### config.mk
export PLATFORM = sky130hd
export DESIGN_NAME = stable_priority_queue_unit_flat
export DESIGN_NICKNAME = d
export VERILOG_FILES = /design/src/rtl/spq_pkg.sv /design/src/rtl/spq_ifs.sv /design/src/rtl/spq_cell.sv /design/src/rtl/stable_priority_queue_unit.sv /design/src/flat_wrapper.sv
export SDC_FILE = /design/constraint.sdc
export NUM_CORES = 2
export LEC_CHECK = 0
export BUFFER_PORTS_ARGS = -buffer_cell sky130_fd_sc_hd__buf_2
export CAP_MARGIN = 25
export CORE_MARGIN = 4
export CORE_UTILIZATION = 45
export DETAILED_ROUTE_END_ITERATION = 12
export GPL_TIMING_DRIVEN = 1
export HOLD_SLACK_MARGIN = 0.12
export PLACE_DENSITY_LB_ADDON = 0.25
export SLEW_MARGIN = 25
export SYNTH_ARGS = -nofsm -noshare
export SYNTH_HDL_FRONTEND = slang
export SYNTH_SLANG_ARGS = --single-unit
### constraint.sdc
create_clock -name i_clk -period 7.8 [get_ports i_clk]
set_clock_uncertainty 0.1 [all_clocks]
set_input_delay 0.78 -clock i_clk [delete_from_list [all_inputs] [get_ports i_clk]]
set_output_delay 0.78 -clock i_clk [all_outputs]
set_load 0.01 [all_outputs]
### src/rtl/spq_pkg.sv
// ============================================================================
// spq_pkg
// Shared types and codes for the sorted priority queue: operation and status
// codes, the request and response payloads, and the cell data types.
// ============================================================================
`default_nettype none

package spq_pkg;

    localparam int DATA_W = 32;
    localparam int OCC_W  = 5;

    // operation codes
    localparam logic KIND_ENQ = 1'b0;
    localparam logic KIND_DEQ = 1'b1;

    // status codes
    localparam logic [1:0] STATUS_OK    = 2'd0;
    localparam logic [1:0] STATUS_EMPTY = 2'd1;
    localparam logic [1:0] STATUS_FULL  = 2'd2;

    // one stored entry
    typedef struct packed {
        logic signed [DATA_W-1:0] value;
        logic signed [DATA_W-1:0] prio;
    } t_entry;

    // broadcast from the top level to every cell
    typedef struct packed {
        logic   push;
        logic   pop;
        t_entry entry;
    } t_cell_ctl;

    // one result beat
    typedef struct packed {
        logic [1:0]               status;
        logic signed [DATA_W-1:0] removed_value;
        logic signed [DATA_W-1:0] front_value;
        logic signed [DATA_W-1:0] highest_priority;
        logic signed [DATA_W-1:0] lowest_priority;
        logic [OCC_W-1:0]         occupancy;
        logic                     is_empty;
    } t_rsp;

endpackage

`default_nettype wire

### src/rtl/spq_ifs.sv
// ============================================================================
// spq request and response channels
// Valid/ready channels for operation beats into the queue and result beats
// out of it.
// ============================================================================
`default_nettype none

interface spq_req_if;
    logic                                valid;
    logic                                ready;
    logic                                kind;
    logic signed [spq_pkg::DATA_W-1:0]   value;
    logic signed [spq_pkg::DATA_W-1:0]   priority_req;

    modport source (output valid, kind, value, priority_req, input ready);
    modport sink   (input valid, kind, value, priority_req, output ready);
endinterface

interface spq_rsp_if;
    logic                                valid;
    logic                                ready;
    logic [1:0]                          status;
    logic signed [spq_pkg::DATA_W-1:0]   removed_value;
    logic signed [spq_pkg::DATA_W-1:0]   front_value;
    logic signed [spq_pkg::DATA_W-1:0]   highest_priority;
    logic signed [spq_pkg::DATA_W-1:0]   lowest_priority;
    logic [spq_pkg::OCC_W-1:0]           occupancy;
    logic                                is_empty;

    modport source (output valid, status, removed_value, front_value, highest_priority,
                    lowest_priority, occupancy, is_empty, input ready);
    modport sink   (input valid, status, removed_value, front_value, highest_priority,
                    lowest_priority, occupancy, is_empty, output ready);
endinterface

`default_nettype wire

### src/rtl/spq_cell.sv
// ============================================================================
// spq_cell
// One slot of the sorted store. Compares its priority with the broadcast
// entry and either holds, takes the new entry, or shifts from a neighbor.
// ============================================================================
`default_nettype none

module spq_cell (
    input  wire                 i_clk,
    input  spq_pkg::t_cell_ctl  i_ctl,
    input  wire                 i_occ,
    input  wire                 i_prev_ge,
    input  spq_pkg::t_entry     i_left,
    input  spq_pkg::t_entry     i_right,
    output logic                o_ge,
    output spq_pkg::t_entry     o_entry,
    output spq_pkg::t_entry     o_next
);

    spq_pkg::t_entry r_entry;
    spq_pkg::t_entry n_entry;

    // stored entry of greater or equal priority stays ahead of a new one
    assign o_ge = i_occ && (r_entry.prio >= i_ctl.entry.prio);

    always_comb begin
        n_entry = r_entry;
        if (i_ctl.push) begin
            if (!o_ge) begin
                n_entry = i_prev_ge ? i_ctl.entry : i_left;
            end
        end else if (i_ctl.pop) begin
            n_entry = i_right;
        end
    end

    always_ff @(posedge i_clk) begin
        r_entry <= n_entry;
    end

    assign o_entry = r_entry;
    assign o_next  = n_entry;

endmodule

`default_nettype wire

### src/rtl/stable_priority_queue_unit.sv
// ============================================================================
// stable_priority_queue_unit
// Bounded priority queue kept sorted in a row of cells, stable for ties.
// ============================================================================
// usage:
//   i_req carries one operation per beat: kind 0 enqueues value with
//   priority_req, kind 1 removes the front entry. o_rsp returns exactly one
//   result beat per operation, describing the queue after it: status,
//   removed value, front value, front and rear priority, occupancy, empty.
//   every cell compares its priority with the new entry in parallel, so an
//   insert or a removal completes in the cycle that accepts it; the result
//   appears in the output register in the cycle after the beat is taken.
//   throughput is one operation per cycle while i_req.ready stays high.
//   the output register decouples the sides: a new beat is taken while the
//   previous result is being taken; if the receiver stalls, the result is
//   held and i_req.ready drops until it leaves.
//   a synchronous reset empties the queue; stored data is not cleared.
//   a full enqueue or an empty dequeue leaves the queue untouched and
//   reports status 2 or 1.
// ============================================================================
`default_nettype none

module stable_priority_queue_unit #(
    parameter int CAPACITY = 16
) (
    input  wire       i_clk,
    input  wire       i_rst_n,
    spq_req_if.sink   i_req,
    spq_rsp_if.source o_rsp
);

    localparam int CNT_W = $clog2(CAPACITY + 1);

    logic [CNT_W-1:0]    r_count;
    logic [CNT_W-1:0]    n_count;
    logic signed [spq_pkg::DATA_W-1:0] r_lowest;
    logic signed [spq_pkg::DATA_W-1:0] n_lowest;
    logic                r_out_valid;
    logic                n_out_valid;
    spq_pkg::t_rsp       r_rsp;
    spq_pkg::t_rsp       n_rsp;

    logic                accept;
    logic                full;
    logic                empty;
    logic                all_ge;
    spq_pkg::t_cell_ctl  ctl;
    logic [CAPACITY-1:0] occ;
    logic [CAPACITY-1:0] ge;
    spq_pkg::t_entry     cur  [CAPACITY];
    spq_pkg::t_entry     nxt  [CAPACITY];

    assign i_req.ready = !r_out_valid || o_rsp.ready;
    assign accept      = i_req.valid && i_req.ready;
    assign full        = (r_count == CNT_W'(CAPACITY));
    assign empty       = (r_count == '0);

    assign ctl.push        = accept && (i_req.kind == spq_pkg::KIND_ENQ) && !full;
    assign ctl.pop         = accept && (i_req.kind == spq_pkg::KIND_DEQ) && !empty;
    assign ctl.entry.value = i_req.value;
    assign ctl.entry.prio  = i_req.priority_req;

    // new entry lands at the rear when every occupied cell stays ahead
    assign all_ge = &(ge | ~occ);

    for (genvar g = 0; g < CAPACITY; g++) begin : g_cell
        assign occ[g] = (r_count > CNT_W'(g));

        spq_cell u_cell (
            .i_clk     (i_clk),
            .i_ctl     (ctl),
            .i_occ     (occ[g]),
            .i_prev_ge ((g == 0) ? 1'b1 : ge[(g == 0) ? 0 : g - 1]),
            .i_left    ((g == 0) ? ctl.entry : cur[(g == 0) ? 0 : g - 1]),
            .i_right   ((g == CAPACITY - 1) ? cur[g] : cur[(g == CAPACITY - 1) ? g : g + 1]),
            .o_ge      (ge[g]),
            .o_entry   (cur[g]),
            .o_next    (nxt[g])
        );
    end

    always_comb begin
        n_count  = r_count;
        n_lowest = r_lowest;
        if (ctl.push) begin
            n_count = r_count + 1'b1;
            if (all_ge) begin
                n_lowest = i_req.priority_req;
            end
        end else if (ctl.pop) begin
            n_count = r_count - 1'b1;
        end
    end

    always_comb begin
        n_rsp = r_rsp;
        if (accept) begin
            n_rsp.status = spq_pkg::STATUS_OK;
            if (i_req.kind == spq_pkg::KIND_ENQ && full) begin
                n_rsp.status = spq_pkg::STATUS_FULL;
            end else if (i_req.kind == spq_pkg::KIND_DEQ && empty) begin
                n_rsp.status = spq_pkg::STATUS_EMPTY;
            end
            n_rsp.removed_value    = ctl.pop ? cur[0].value : '0;
            n_rsp.is_empty         = (n_count == '0);
            n_rsp.front_value      = n_rsp.is_empty ? '0 : nxt[0].value;
            n_rsp.highest_priority = n_rsp.is_empty ? '0 : nxt[0].prio;
            n_rsp.lowest_priority  = n_rsp.is_empty ? '0 : n_lowest;
            n_rsp.occupancy        = spq_pkg::OCC_W'(n_count);
        end
    end

    always_comb begin
        n_out_valid = r_out_valid;
        if (accept) begin
            n_out_valid = 1'b1;
        end else if (o_rsp.ready) begin
            n_out_valid = 1'b0;
        end
    end

    always_ff @(posedge i_clk) begin
        if (!i_rst_n) begin
            r_count     <= '0;
            r_out_valid <= 1'b0;
        end else begin
            r_count     <= n_count;
            r_out_valid <= n_out_valid;
        end
    end

    always_ff @(posedge i_clk) begin
        r_lowest <= n_lowest;
        r_rsp    <= n_rsp;
    end

    assign o_rsp.valid            = r_out_valid;
    assign o_rsp.status           = r_rsp.status;
    assign o_rsp.removed_value    = r_rsp.removed_value;
    assign o_rsp.front_value      = r_rsp.front_value;
    assign o_rsp.highest_priority = r_rsp.highest_priority;
    assign o_rsp.lowest_priority  = r_rsp.lowest_priority;
    assign o_rsp.occupancy        = r_rsp.occupancy;
    assign o_rsp.is_empty         = r_rsp.is_empty;

`ifndef SYNTH
    a_count_bound: assert property (@(posedge i_clk) disable iff (!i_rst_n)
        r_count <= CNT_W'(CAPACITY))
        else $error("entry count above capacity");

    a_push_count: assert property (@(posedge i_clk) disable iff (!i_rst_n)
        ctl.push |=> r_count == $past(r_count) + 1'b1)
        else $error("enqueue did not grow the queue");

    a_full_status: assert property (@(posedge i_clk) disable iff (!i_rst_n)
        accept && (i_req.kind == spq_pkg::KIND_ENQ) && full
        |=> r_rsp.status == spq_pkg::STATUS_FULL && r_count == $past(r_count))
        else $error("full enqueue not rejected");

    a_sorted_head: assert property (@(posedge i_clk) disable iff (!i_rst_n)
        r_count >= CNT_W'(2) |-> cur[0].prio >= cur[1].prio)
        else $error("front cells out of order");

    a_rsp_count: assert property (@(posedge i_clk) disable iff (!i_rst_n)
        accept |=> r_rsp.is_empty == (r_count == '0))
        else $error("empty flag disagrees with count");
`endif

endmodule

`default_nettype wire

### src/flat_wrapper.sv
// flat-port wrapper written by rule: the top's interface ports become plain ports
module stable_priority_queue_unit_flat 
#(
    parameter int CAPACITY = 16
)
  (i_clk, i_rst_n, i_req_valid, i_req_kind, i_req_value, i_req_priority_req, i_req_ready, o_rsp_valid, o_rsp_status, o_rsp_removed_value, o_rsp_front_value, o_rsp_highest_priority, o_rsp_lowest_priority, o_rsp_occupancy, o_rsp_is_empty, o_rsp_ready);
  spq_req_if i_req_i ();
  spq_rsp_if o_rsp_i ();
  input  wire i_clk;
  input  wire i_rst_n;
  input wire logic [$bits(i_req_i.valid)-1:0] i_req_valid;
  input wire logic [$bits(i_req_i.kind)-1:0] i_req_kind;
  input wire logic [$bits(i_req_i.value)-1:0] i_req_value;
  input wire logic [$bits(i_req_i.priority_req)-1:0] i_req_priority_req;
  output wire logic [$bits(i_req_i.ready)-1:0] i_req_ready;
  output wire logic [$bits(o_rsp_i.valid)-1:0] o_rsp_valid;
  output wire logic [$bits(o_rsp_i.status)-1:0] o_rsp_status;
  output wire logic [$bits(o_rsp_i.removed_value)-1:0] o_rsp_removed_value;
  output wire logic [$bits(o_rsp_i.front_value)-1:0] o_rsp_front_value;
  output wire logic [$bits(o_rsp_i.highest_priority)-1:0] o_rsp_highest_priority;
  output wire logic [$bits(o_rsp_i.lowest_priority)-1:0] o_rsp_lowest_priority;
  output wire logic [$bits(o_rsp_i.occupancy)-1:0] o_rsp_occupancy;
  output wire logic [$bits(o_rsp_i.is_empty)-1:0] o_rsp_is_empty;
  input wire logic [$bits(o_rsp_i.ready)-1:0] o_rsp_ready;
  assign i_req_i.valid = i_req_valid;
  assign i_req_i.kind = i_req_kind;
  assign i_req_i.value = i_req_value;
  assign i_req_i.priority_req = i_req_priority_req;
  assign i_req_ready = i_req_i.ready;
  assign o_rsp_valid = o_rsp_i.valid;
  assign o_rsp_status = o_rsp_i.status;
  assign o_rsp_removed_value = o_rsp_i.removed_value;
  assign o_rsp_front_value = o_rsp_i.front_value;
  assign o_rsp_highest_priority = o_rsp_i.highest_priority;
  assign o_rsp_lowest_priority = o_rsp_i.lowest_priority;
  assign o_rsp_occupancy = o_rsp_i.occupancy;
  assign o_rsp_is_empty = o_rsp_i.is_empty;
  assign o_rsp_i.ready = o_rsp_ready;
  stable_priority_queue_unit #(.CAPACITY(CAPACITY)) u_core (.i_clk(i_clk), .i_rst_n(i_rst_n), .i_req(i_req_i), .o_rsp(o_rsp_i));
endmodule
=== Yosys cells after proc, flatten, opt, wreduce, memory -nomap -nowiden ===
Cells that the tools add are included.

* Register bits: 1198
* Input bits: 69
* Output and inout bits: 138
* Logic and storage cells: 209

* Add/subtract/negate cells: 2
* Order comparisons: 32
* Equality and inequality tests: 15
* Multiplexer cells: 67
* Bitwise logic cells: 4
* Reduce and logical (&&, ||, !) cells: 47

{| class="wikitable"
|+ Operators with widths
! operator !! count
|-
| $mux W64 || 60
|-
| $ge A32 B32 Y1 || 16
|-
| $mux W32 || 2
|-
| $gt A5 B4 Y1 const B || 8
|-
| $reduce_and A2 Y1 || 15
|-
| $ne A2 B2 Y1 const B || 14
|-
| $logic_and A1 B1 Y1 || 23
|-
| $gt A5 B3 Y1 const B || 4
|-
| $not A16 Y16 || 1
|-
| $or A16 B16 Y16 || 1
|-
| $reduce_and A16 Y1 || 1
|-
| $gt A5 B1 Y1 const B || 2
|-
| $gt A5 B2 Y1 const B || 2
|-
| $logic_not A5 Y1 || 2
|-
| $mux W5 || 2
|-
| $add A5 B1 Y5 const B || 1
|-
| $eq A5 B5 Y1 const B || 1
|-
| $sub A5 B1 Y5 const B || 1
|-
| $reduce_bool A2 Y1 || 2
|-
| $logic_not A1 Y1 || 3
|-
| $mux W1 || 3
|-
| $not A1 Y1 || 2
|-
| $logic_or A1 B1 Y1 || 1
|}

=== Depth between registers and ports, before layout ===
* Depth after elaboration: 8
* Mapped depth: 15
* Mapped depth without buffers: 12

=== Cells and area by module ===
From an unflattened synthesis, not the netlist that was laid out.

* Cell total of the unflattened synthesis: 9711
* Area total of the unflattened synthesis: 84638.7 µm²

{| class="wikitable"
|+ By module, submodules not included
! module !! instances !! cells an instance !! area each (µm²)
|-
| spq_cell (u_core.g_cell[0].u_cell ...) || 10 || 595 || 4999.8
|-
| spq_cell (u_core.g_cell[4].u_cell ...) || 6 || 549 || 4631.9
|-
| stable_priority_queue_unit || 1 || 467 || 6849.1
|}

=== Least setup slack after synthesis ===
Ideal clock, no wire load.

* Kind: input-to-reg
* Start: in i_req_priority_req[14]
* End: reg u_core.g_cell[13].u_cell.r_entry, in the netlist u_core.g_cell[13].u_cell.o_entry[0] (enable)
* Arrival: 7.743 ns
* Data required time: 7.126 ns
* Slack: -0.617 ns
* Stages on the path: 12
* Path buffers: 2
* Cell sequence: inv_1 -> ha_1 -> a21oi_1 -> nand2_1 -> a21o_1 -> o41ai_1 -> o2111ai_1 -> mux2_2 -> nor2b_1 -> buf_1 -> buf_2 -> o21ai_0

* Longest elaborated chain between the ends: 4

{| class="wikitable"
|+ Ends and longest elaborated chain
! what !! line !! source
|-
| start: declaration || flat_wrapper.sv:14 || <nowiki>input wire logic [$bits(i_req_i.priority_req)-1:0] i_req_priority_req;</nowiki>
|-
| $ge A32 B32 Y1 || spq_cell.sv:24 || <nowiki>assign o_ge = i_occ && (r_entry.prio >= i_ctl.entry.prio);</nowiki>
|-
| $logic_and A1 B1 Y1 || spq_cell.sv:24 ||
|-
| $ne A2 B2 Y1 (no line) || - ||
|-
| $reduce_and A2 Y1 (no line) || - ||
|-
| end signal: assignment || spq_cell.sv:38 || <nowiki>r_entry <= n_entry;</nowiki>
|-
| end: declaration || spq_cell.sv:20 || <nowiki>spq_pkg::t_entry r_entry;</nowiki>
|}

Every way passes these cells.
A chain may end at the register's enable or synchronous reset.

=== Worst setup path in the final report ===
* Start: reg u_core.r_count[4]
* End: reg u_core.r_rsp, in the netlist u_core.o_rsp.highest_priority[7], data pin

* Longest elaborated chain between the ends: 6

{| class="wikitable"
|+ Ends and longest elaborated chain
! what !! line !! source
|-
| start: declaration || stable_priority_queue_unit.sv:34 || <nowiki>logic [CNT_W-1:0] r_count;</nowiki>
|-
| start signal: assignment || stable_priority_queue_unit.sv:127 || <nowiki>r_count <= n_count;</nowiki>
|-
| $logic_not A5 Y1 || stable_priority_queue_unit.sv:56 || <nowiki>assign empty = (r_count == '0);</nowiki>
|-
| $logic_not A1 Y1 || stable_priority_queue_unit.sv:59 || <nowiki>assign ctl.pop = accept && (i_req.kind == spq_pkg::KIND_DEQ) && !empty;</nowiki>
|-
| $logic_and A1 B1 Y1 || stable_priority_queue_unit.sv:59 ||
|-
| $mux W5 || stable_priority_queue_unit.sv:90 || <nowiki>end else if (ctl.pop) begin</nowiki>
|-
| $mux W5 (*) || stable_priority_queue_unit.sv:85 || <nowiki>if (ctl.push) begin</nowiki>
|-
| named net u_core.n_count[1] || stable_priority_queue_unit.sv:35 || <nowiki>logic [CNT_W-1:0] n_count;</nowiki>
|-
| $logic_not A5 Y1 (*) || stable_priority_queue_unit.sv:105 || <nowiki>n_rsp.is_empty = (n_count == '0);</nowiki>
|-
| end signal: assignment || stable_priority_queue_unit.sv:134 || <nowiki>r_rsp <= n_rsp;</nowiki>
|-
| end: declaration || stable_priority_queue_unit.sv:40 || <nowiki>spq_pkg::t_rsp r_rsp;</nowiki>
|}

The timed path passes the listed nets; every way through them passes the cells marked *.

==> summary.md <==
| Metric | Value |
|---|---|
| Placeable Area | 152,000 um2 |
| Post-CTS Setup Inserts | 0 |
| Total power | 23.3 mW |
| Final worst path period share | 80.3% |
| Finished Cell Area | 76,900 um2 |
| Final net count | 7,055 |
| Leakage | 31.6 nW |
| Critical Path AT | 6790 ps |
| First-pass GRT wire length | 305,000 um |
| Fmax | 0.160 GHz |
| Post-Syn Area | 69,300 um2 |
| Clock transition at the registers of the reported paths | 60 ps |
| Cells after synthesis | 6,494 |
| Pwr dens | 303 nW/um2 |
| Layout Area Growth over Synthesis | 11.0% |
| Synth warnings | 0 |
| Routability congestion estimate | 0.960 |
| Vias after detailed routing | 51,500 |
| Total gr overflow | 0 |
| CP max stage delay | 850 ps |
| Hold Vio Cnt, Final | 0 |
| Die H | 400 um |
| Worst-path fanout max | 66 |
| Setup TNS | 0 ps |
| Post-synth top area cell | edfxtp_1 |
| I/O pins | 207 |
| Buf+Inv Stages, Crit Path | 3 |
| Syn nets | 7,080 |
| Die area | 160,000 um2 |
| DP Area | 72,200 um2 |
| ANT nets after route | 0 |
| Clk_lat worst skew | 770 ps |
| Seq cells post-synth | 1,198 |
| Outcome | complete, no violations |
| Minimum clock period | 6260 ps |
| Mapped Avg Cell Area | 10.7 um2 |
| DP HPWL | 133,000 um |
| WS Path Type | flop to flop |
| Asr flop ratio synth | 0% |
| Port bufs | 206 |
| Worst Max-Slew Pin Slew | 1070 ps |
| MaxCap Viol Count | 0 |
| Initial DRT Pass Iterations | 6 |
| Max clock buf depth | 3 |
| Std cell rows | 143 |
| Drt initial violations | 5,430 |
| WL final | 204,000 um |
| Synth cell types | 71 |
| Type of origin of the critical path | flop |
| Clock root cell | clkbuf_16 |
| CP delay by family, top | simple AND/OR/NAND/NOR gates |
| Die width | 400 um |
| Worst path cell trace | nor3_2 -> nand2_1 -> nand3_2 -> buf_4 -> o211ai_2 -> o211ai_1 -> or3_1 -> or3_4 -> clkinv_2 -> nor3_4 -> buf_4 -> a22o_1 -> a21o_1 |
| Number of buffers created by CTS | 138 |
| Initial antenna violation count | 6 |
| Clk sinks | 1,198 |
| Relative slew slack | 28.7% |
| Unrepaired setup endpoints after global routing | no |
| Synth top area cells | edfxtp_1 47%, mux2i_1 11%, ha_1 9.3% |
| Post-synth EDFFs | 1,096 |
| Via/cell ratio | 5.97 |
| Layout cells sized above 1 | 10.0% |
| Worst Hold Class | input port to flop |
| PostCTS Resize Cnt | 0 |
| Crit-path slowest cell | buf_4 |
| Pin count of the biggest net entering global routing | 304 |
| Maximum VDD drop | 0.266 mV |
| GRT Overall Usage | 24.3% |
| Sequential element share of the synthesized area | 50.4% |
| Final count of pins violating max slew | 0 |
| H-Tree Depth | 4 |
| Initial core utilization | 45.5% |
| CTS tree | built |
| Synth Flop Type | edfxtp_1 |
| Vias in the first global route | 49,500 |
| Per-cell routed wire length | 23.6 um |
| Crit end category | flop |
| Top-area cell type share of the netlist area | 47.5% |
| # setup viols final | 0 |
| Post-route DRC | 0 |
| Most used cell, CP | buf_4 |
| Hold buffers post-CTS | 1 |
| Critical path required time | 8330 ps |
-- path summary, 6_finish.rpt --
kind / from / slack (ps) / cells after the start / end
hold reg to reg: u_core.r_lowest[11] / 380 / 1 / u_core.r_lowest[11]
setup / recovery: u_core.r_count[4] / 1540 / 13 / u_core.o_rsp.highest_priority[7]
hold / removal: o_rsp_ready / 230 / 3 / u_core.o_rsp.valid
setup reg to reg: u_core.r_count[4] / 1540 / 13 / u_core.o_rsp.highest_priority[7]
-- cells in the mapped netlist, types with 19 or more instances --
cell type and count:
edfxtp_1 1096, nand2_1 1066, o21ai_0 961, mux2i_1 776, ha_1 517, clkbuf_1 371, a21oi_1 351, nor2_1 210
inv_1 127, a21o_1 123, dfxtp_1 102, mux2_2 96, nand4_1 90, buf_2 75, a22o_1 66, a222oi_1 64
nand3_1 62, and2_1 40, buf_1 26, a211oi_1 24, nor3_1 21, nor4_1 21, o211ai_1 19
-- cells in the final DEF, fill, tap and decap left out, types with 24 or more instances in the layout --
master	synthesis	final
mux2i_1	776	776
a21oi_1	351	347
clkinv_1	0	25
clkbuf_16	0	146
nand4_1	90	90
edfxtp_1	1096	1096
nand3_1	62	61
dfxtp_1	102	102
and2_1	40	39
a222oi_1	64	64
mux2_2	96	96
a211oi_1	24	24
a22o_1	66	65
buf_2	75	206
nand2_1	1066	1058
a21o_1	123	121
o21ai_0	961	953
clkbuf_1	371	32
nor2_1	210	207
inv_1	127	126
buf_4	4	87
ha_1	517	517
-- where the power goes --
group | switching [mW] | leakage (nW) | total (mW) | internal, mW
Clock | 2.78 | 2.21 | 6.55 | 3.77
Sequential | 1.00 | 11.3 | 9.90 | 8.90
Combinational | 4.21 | 18.1 | 6.82 | 2.61
-- cells by family (layout without fill, tap and decap cells) --
logic type,Yosys count,in the layout,synth area share (%)
mux,872,872,12.8
fa+ha+maj,517,517,9.34
simple gates,1589,1589,9.73
xor+xnor,14,14,0.177
other cells,0,2,0
compound gates,1693,1693,14.0
buf+inv,611,700,3.54
flops,1198,1198,50.4
-- per-stage QoR --
| step | std cells | setup slack, ps | hold slack [ps] | util [%] |
|---|---|---|---|---|
| 2_1_floorplan | 6494 | 193 | 358 | - |
| 3_3_place_gp | 8350 | 1340 | 364 | 47.3 |
| 3_5_place_dp | 8354 | 1270 | 369 | 47.4 |
| 4_1_cts | 8609 | 1850 | 175 | 50.4 |
| 5_1_grt | 8615 | 1450 | 223 | 50.4 |
| 6_report | 8615 | 1540 | 235 | 50.4 |
-- state kept, by name, summed over array words and instances, names as in the netlist --
register and cells:
u_core.g_cell.u_cell.o_entry 1024, u_core.o_rsp.front_value 32, u_core.o_rsp.highest_priority 32, u_core.o_rsp.is_empty 1
u_core.o_rsp.lowest_priority 32, u_core.o_rsp.occupancy 5, u_core.o_rsp.removed_value 32, u_core.o_rsp.status 2
u_core.o_rsp.valid 1, u_core.r_count 5, u_core.r_lowest 32
-- final cells by class --
cell class                 count  area, um2
antenna                        2       5.00
clock buffer                 187       3900
clock inverter                67        623
fill                       13800      75600
inverter                     128        487
multi-input combinational   4685      32200
sequential                  1198      35000
tap                         2030       2540
timing repair buffer         318       2160
-- worst min-delay path: cells and delay by family --
family / cells / cell delay, ps
simple gates: 1 / 120
compound gates: 1 / 90
buf+inv: 1 / 70
-- per-layer routing --
layer / up-vias / track usage, % / share of wire (%)
met4: 4 / 7.62 / 3.0
met3: 303 / 4.91 / 8.0
met5: - / 0 / 0.013
met1: 25100 / 34.3 / 45
li1: 24100 / - / -
met2: 2017 / 37.7 / 45
(Power assumes the default switching activity.)
